===== src/sv/rans_enc_pkg.sv =====
`timescale 1ns / 1ps
// Shared types, constants and helper functions of the interleaved rANS encoder.
// No dependencies; every other file of the block imports this package.
package rans_enc_pkg;

   localparam int LANES       = 64;
   localparam int SYMBOLS     = 256;
   localparam int LANE_W      = $clog2(LANES);
   localparam int SYM_W       = $clog2(SYMBOLS);
   localparam int FREQ_W      = 15;
   localparam int STATE_W     = 32;
   localparam int WORD_W      = 16;
   localparam int PB_W        = 4;
   localparam int DIV_STEPS   = STATE_W;
   localparam int CNT_W       = $clog2(DIV_STEPS);
   localparam int LIMIT_W     = STATE_W + 6;

   localparam logic [STATE_W-1:0] LOWER_BOUND = STATE_W'(65536);
   localparam logic [PB_W-1:0]    PB_MIN      = PB_W'(10);
   localparam logic [PB_W-1:0]    PB_MAX      = PB_W'(15);
   localparam logic [PB_W-1:0]    PB_RESET    = PB_W'(15);

   typedef enum logic [1:0] {
      KIND_LOAD   = 2'd0,
      KIND_ENCODE = 2'd1,
      KIND_READ   = 2'd2,
      KIND_RESET  = 2'd3
   } kind_type;

   typedef struct packed {
      logic capture;
      logic read;
      logic eval;
      logic div_step;
      logic finish;
   } ctrl_cmd_type;

   typedef struct packed {
      logic need_div;
      logic out_free;
   } dp_status_type;

   function automatic logic [PB_W-1:0] clamp_prob_bits(input logic [PB_W-1:0] pb);
      logic [PB_W-1:0] r;
      r = pb;
      if (pb < PB_MIN) begin
         r = PB_MIN;
      end else if (pb > PB_MAX) begin
         r = PB_MAX;
      end
      return r;
   endfunction

endpackage


===== src/sv/rans_enc_ctrl.sv =====
`timescale 1ns / 1ps
// Controller state machine of the rANS encoder: sequences capture, table reads,
// evaluation, the iterative division and result write-back. Uses rans_enc_pkg.
module rans_enc_ctrl (
   input  logic                        clock,
   input  logic                        reset,
   input  logic                        req_valid,
   output logic                        req_stall,
   input  rans_enc_pkg::dp_status_type status,
   output rans_enc_pkg::ctrl_cmd_type  cmd
);
   import rans_enc_pkg::*;

   typedef enum logic [4:0] {
      ST_IDLE   = 5'b00001,
      ST_READ   = 5'b00010,
      ST_EVAL   = 5'b00100,
      ST_DIVIDE = 5'b01000,
      ST_FINISH = 5'b10000
   } state_type;

   state_type        state_ff, state_in;
   logic [CNT_W-1:0] cnt_ff, cnt_in;

   always_comb begin
      state_in = state_ff;
      cnt_in   = cnt_ff;
      cmd      = '0;
      case (state_ff)
         ST_IDLE: begin
            if (req_valid) begin
               cmd.capture = 1'b1;
               state_in    = ST_READ;
            end
         end
         ST_READ: begin
            cmd.read = 1'b1;
            state_in = ST_EVAL;
         end
         ST_EVAL: begin
            cmd.eval = 1'b1;
            cnt_in   = '0;
            state_in = status.need_div ? ST_DIVIDE : ST_FINISH;
         end
         ST_DIVIDE: begin
            cmd.div_step = 1'b1;
            cnt_in       = cnt_ff + CNT_W'(1);
            if (cnt_ff == CNT_W'(DIV_STEPS - 1)) begin
               state_in = ST_FINISH;
            end
         end
         ST_FINISH: begin
            if (status.out_free) begin
               cmd.finish = 1'b1;
               state_in   = ST_IDLE;
            end
         end
         default: begin
            state_in = ST_IDLE;
         end
      endcase
   end

   always_ff @(posedge clock) begin
      if (reset) begin
         state_ff <= ST_IDLE;
         cnt_ff   <= '0;
      end else begin
         state_ff <= state_in;
         cnt_ff   <= cnt_in;
      end
   end

   assign req_stall = (state_ff != ST_IDLE);

endmodule


===== config.mk =====
export PLATFORM = sky130hd
export DESIGN_NAME = rans_enc_ctrl
export DESIGN_NICKNAME = d
export VERILOG_FILES = /design/src/sv/rans_enc_pkg.sv /design/src/sv/rans_enc_ctrl.sv
export SDC_FILE = /design/constraint.sdc
export NUM_CORES = 1
export LEC_CHECK = 0
export BUFFER_PORTS_ARGS = -buffer_cell sky130_fd_sc_hd__buf_2
export CAP_MARGIN = 30
export CORE_MARGIN = 2
export CORE_UTILIZATION = 39
export DETAILED_ROUTE_END_ITERATION = 7
export GPL_TIMING_DRIVEN = 0
export PLACE_DENSITY = 0.71
export SYNTH_ARGS = -nofsm -noshare
export SYNTH_HDL_FRONTEND = slang
export SYNTH_SLANG_ARGS = --single-unit

===== constraint.sdc =====
create_clock -name clock -period 2.7 [get_ports clock]
set_input_delay 0.27 -clock clock [delete_from_list [all_inputs] [get_ports clock]]
set_output_delay 0.27 -clock clock [all_outputs]
set_load 0.01 [all_outputs]

==> impl_metrics.py <==
metrics = {
    "yosys": {
        "syn-cell-area_um2": 621.8,
        "yosys_warnings": 0,
        "synth-compound-area-share_pct": 27.77,
        "synth-adder-area-share_pct": 4.024,
        "yosysSeqAreaShare_pct": 32.19,
        "syn_avg_cell_area_um2": 7.972,
        "async_flop_share_pct": 0,
        "synthMuxAreaShare_pct": 0,
        "ys_types": 31,
        "synth_nets": 85,
        "synthCells": 78,
        "synth_simple_gate_area_share_pct": 29.78,
        "synth_seq_cells": 10,
        "synth_edf_count": 0,
        "synth_top_family_by_area": "simple AND/OR/NAND/NOR gates",
        "synth-xor-area-share_pct": 0,
        "synth_ff_type": "dfxtp_1",
    },
    "worst_setup_path": {
        "path_class": "register to primary output",
        "reg2reg_slack_ps": 1120,
        "rr_worst_depth": 4,
        "reg2reg_to": "state_ff[0]",
        "start_kind": "register",
        "r2r-start": "state_ff[2]",
        "cp-end-kind": "primary output",
        "crit_start": "state_ff[2]",
        "arrival_ps": 1530,
        "required_ps": 2430,
        "cp_max_fo": 10,
    },
    "finish": {
        "num-fill-cells": 142,
        "multi_input_area_um2": 382.9,
        "nets": 99,
        "drive_gt1_share_pct": 22.22,
        "postLayoutCellArea_um2": 709.4,
        "num_antenna_cells": 0,
        "mostFrequentLayoutCells": "buf_2 (10), dfxtp_1 (10), a21oi_1 (9)",
        "area_growth_pct": 14.08,
        "regArea_um2": 200.2,
    },
    "timing": {
        "setup_tns_ps": 0,
        "setup_slack_ps": 900.3,
        "period_needed_ps": 1800,
        "hold_viol": 0,
        "maxSlewViolCount": 0,
        "fmax_mhz": 555.7,
        "finalCritPeriodShare_pct": 66.65,
        "clock_skew_ps": 6.012,
        "rsz0062_at_grt": "no",
        "worst_slew_pin_slew_ps": 441.2,
        "setup_viol": 0,
        "slew_headroom_pct": 70.59,
    },
    "cts": {
        "clock_sinks": 10,
        "htree_levels": 1,
        "cts_made_buffers": 3,
        "ctsResizeCount": 0,
        "ctsHoldBuffers": 0,
        "cts_root_buf": "clkbuf_4",
        "clk_latency_ps": 260,
        "cts_tree": "built",
        "path_clk_slew_ps": 60,
        "post_cts.repair.setup_buffers": 0,
        "cts.path.max_buffers": 2,
    },
    "die": {
        "num_rows": 14,
        "start_util_pct": 41.28,
        "die_area_um2": 1930,
        "pin_count": 11,
        "core-area_um2": 1506,
        "die_x_um": 43.93,
        "die_h_um": 43.93,
    },
    "route": {
        "antenna_left": 0,
        "drt_wl_total_um": 1317,
        "viasPerCell": 5.689,
        "drc": 0,
        "drt-initial-drc-count": 11,
        "dr.pass1.iters": 4,
        "wl_per_cell_um": 12.42,
        "vias": 603,
    },
    "place": {
        "port-buffer-count": 9,
        "post-place-ws_ps": 1131,
        "place.detailed.hpwl_um": 987.5,
        "gp_congestion": 0.7638,
        "place_area_um2": 686.9,
    },
    "global_route": {
        "grt_use_total_pct": 15.21,
        "grt_max_degree": 11,
        "grt-ovfl-total": 0,
        "antenna_found_initial": 0,
        "grt_pass1_vias": 540,
        "grt_pass1_wl_um": 2201,
    },
    "power": {
        "leakagePower_nw": 0.2754,
        "vdd_ir_drop_max_v": 0.0002180,
        "power_density_nw_per_um2": 433.6,
    },
    "min_path": {
        "min_from": "req_valid",
        "holdPathEnd": "state_ff[0]",
        "hp-class": "input pin to register",
        "hold_depth": 2,
    },
    "job": {
        "drv_cap": 0,
    },
    "outcome": {
        "status": "complete, no violations",
    },
}
==> flip-flops by register name, indices dropped and copies added, names as in the netlist <==
register and count:
state_ff 5, cnt_ff 5
==> worst max-delay path by stage <==
| stage | endpoint | slack, ps | cells after the start |
|---|---|---|---|
| 2_1_floorplan | state_ff[0] | 1190 | 4 |
| 3_3_place_gp | state_ff[0] | 1140 | 4 |
| 3_5_place_dp | state_ff[0] | 1130 | 4 |
| 4_1_cts | cmd[4] | 910 | 5 |
| 5_1_grt | cmd[4] | 790 | 5 |
| 6_report | cmd[4] | 900 | 5 |
==> cells in the mapped netlist (all sizes together) (2+ instances only) <==
cell type	instances	area share [%]
dfxtp	10	32
inv	6	3.6
nand3	2	1.6
nor3	5	4.0
or3	2	2.8
o21ai	3	2.4
o32ai	3	4.2
nor2b	2	2.0
and3	3	3.0
a31oi	2	2.0
ha	2	4.0
nand2b	2	2.0
nand2	3	1.8
buf	2	1.4
nor2	8	4.8
a21oi	9	7.2
clkbuf	2	1.2
==> cells by family after synthesis <==
family | Yosys count
AOI/OAI and AO/OA | 23
and+or+nand+nor | 33
DFF | 10
adders and majority gates | 2
buffers and inverters | 10
==> power by group <==
part	leakage [nW]	switching (W)	total (W)	internal, W
Clock	0.0138	0.0000473	0.0000986	0.0000513
Sequential	0.0810	0.00000644	0.000158	0.000152
Combinational	0.181	0.0000308	0.0000510	0.0000202
Total	0.275	0.0000846	0.000308	0.000223
==> layer usage <==
metal | share of wire (%) | GRT usage [%] | routed length, µm | up-vias
met2 | 49 | 24.12 | 644 | 8
met1 | 48 | 19.40 | 633 | 282
li1 | - | - | - | 311
met3 | 2.7 | 2.917 | 35 | 2
met5 | 0 | 0 | 0 | -
met4 | 0.30 | 7.879 | 4 | 0
==> stage by stage <==
stage               std cells  hold WS, ps   power, W  utilization (%)
global route              106        276.7  0.0003230            47.09
CTS                       106        273.3  0.0003129            47.09
floorplan                  78        410.4  0.0001961                -
global placement          103        490.4  0.0002110            45.60
detailed placement        103        500.1  0.0002122            45.60
finish                    106        279.7  0.0003076            47.09
==> critical path: stages (launching register included) <==
cell	delay, ps
dfxtp_1	360
buf_1	380
nor2_1	130
nand3_1	210
nor2_1	60
buf_2	140
==> layout make-up <==
cell class              count  area share [%]
multi-input cells          58           53.97
flip-flops and latches     10           28.22
repair buffers              9           6.349
clock buffers               3           3.175
inverters                   6           3.175
well taps                  16           2.822
plain buffers               4           2.293
Power figures use the tool's default switching activity.
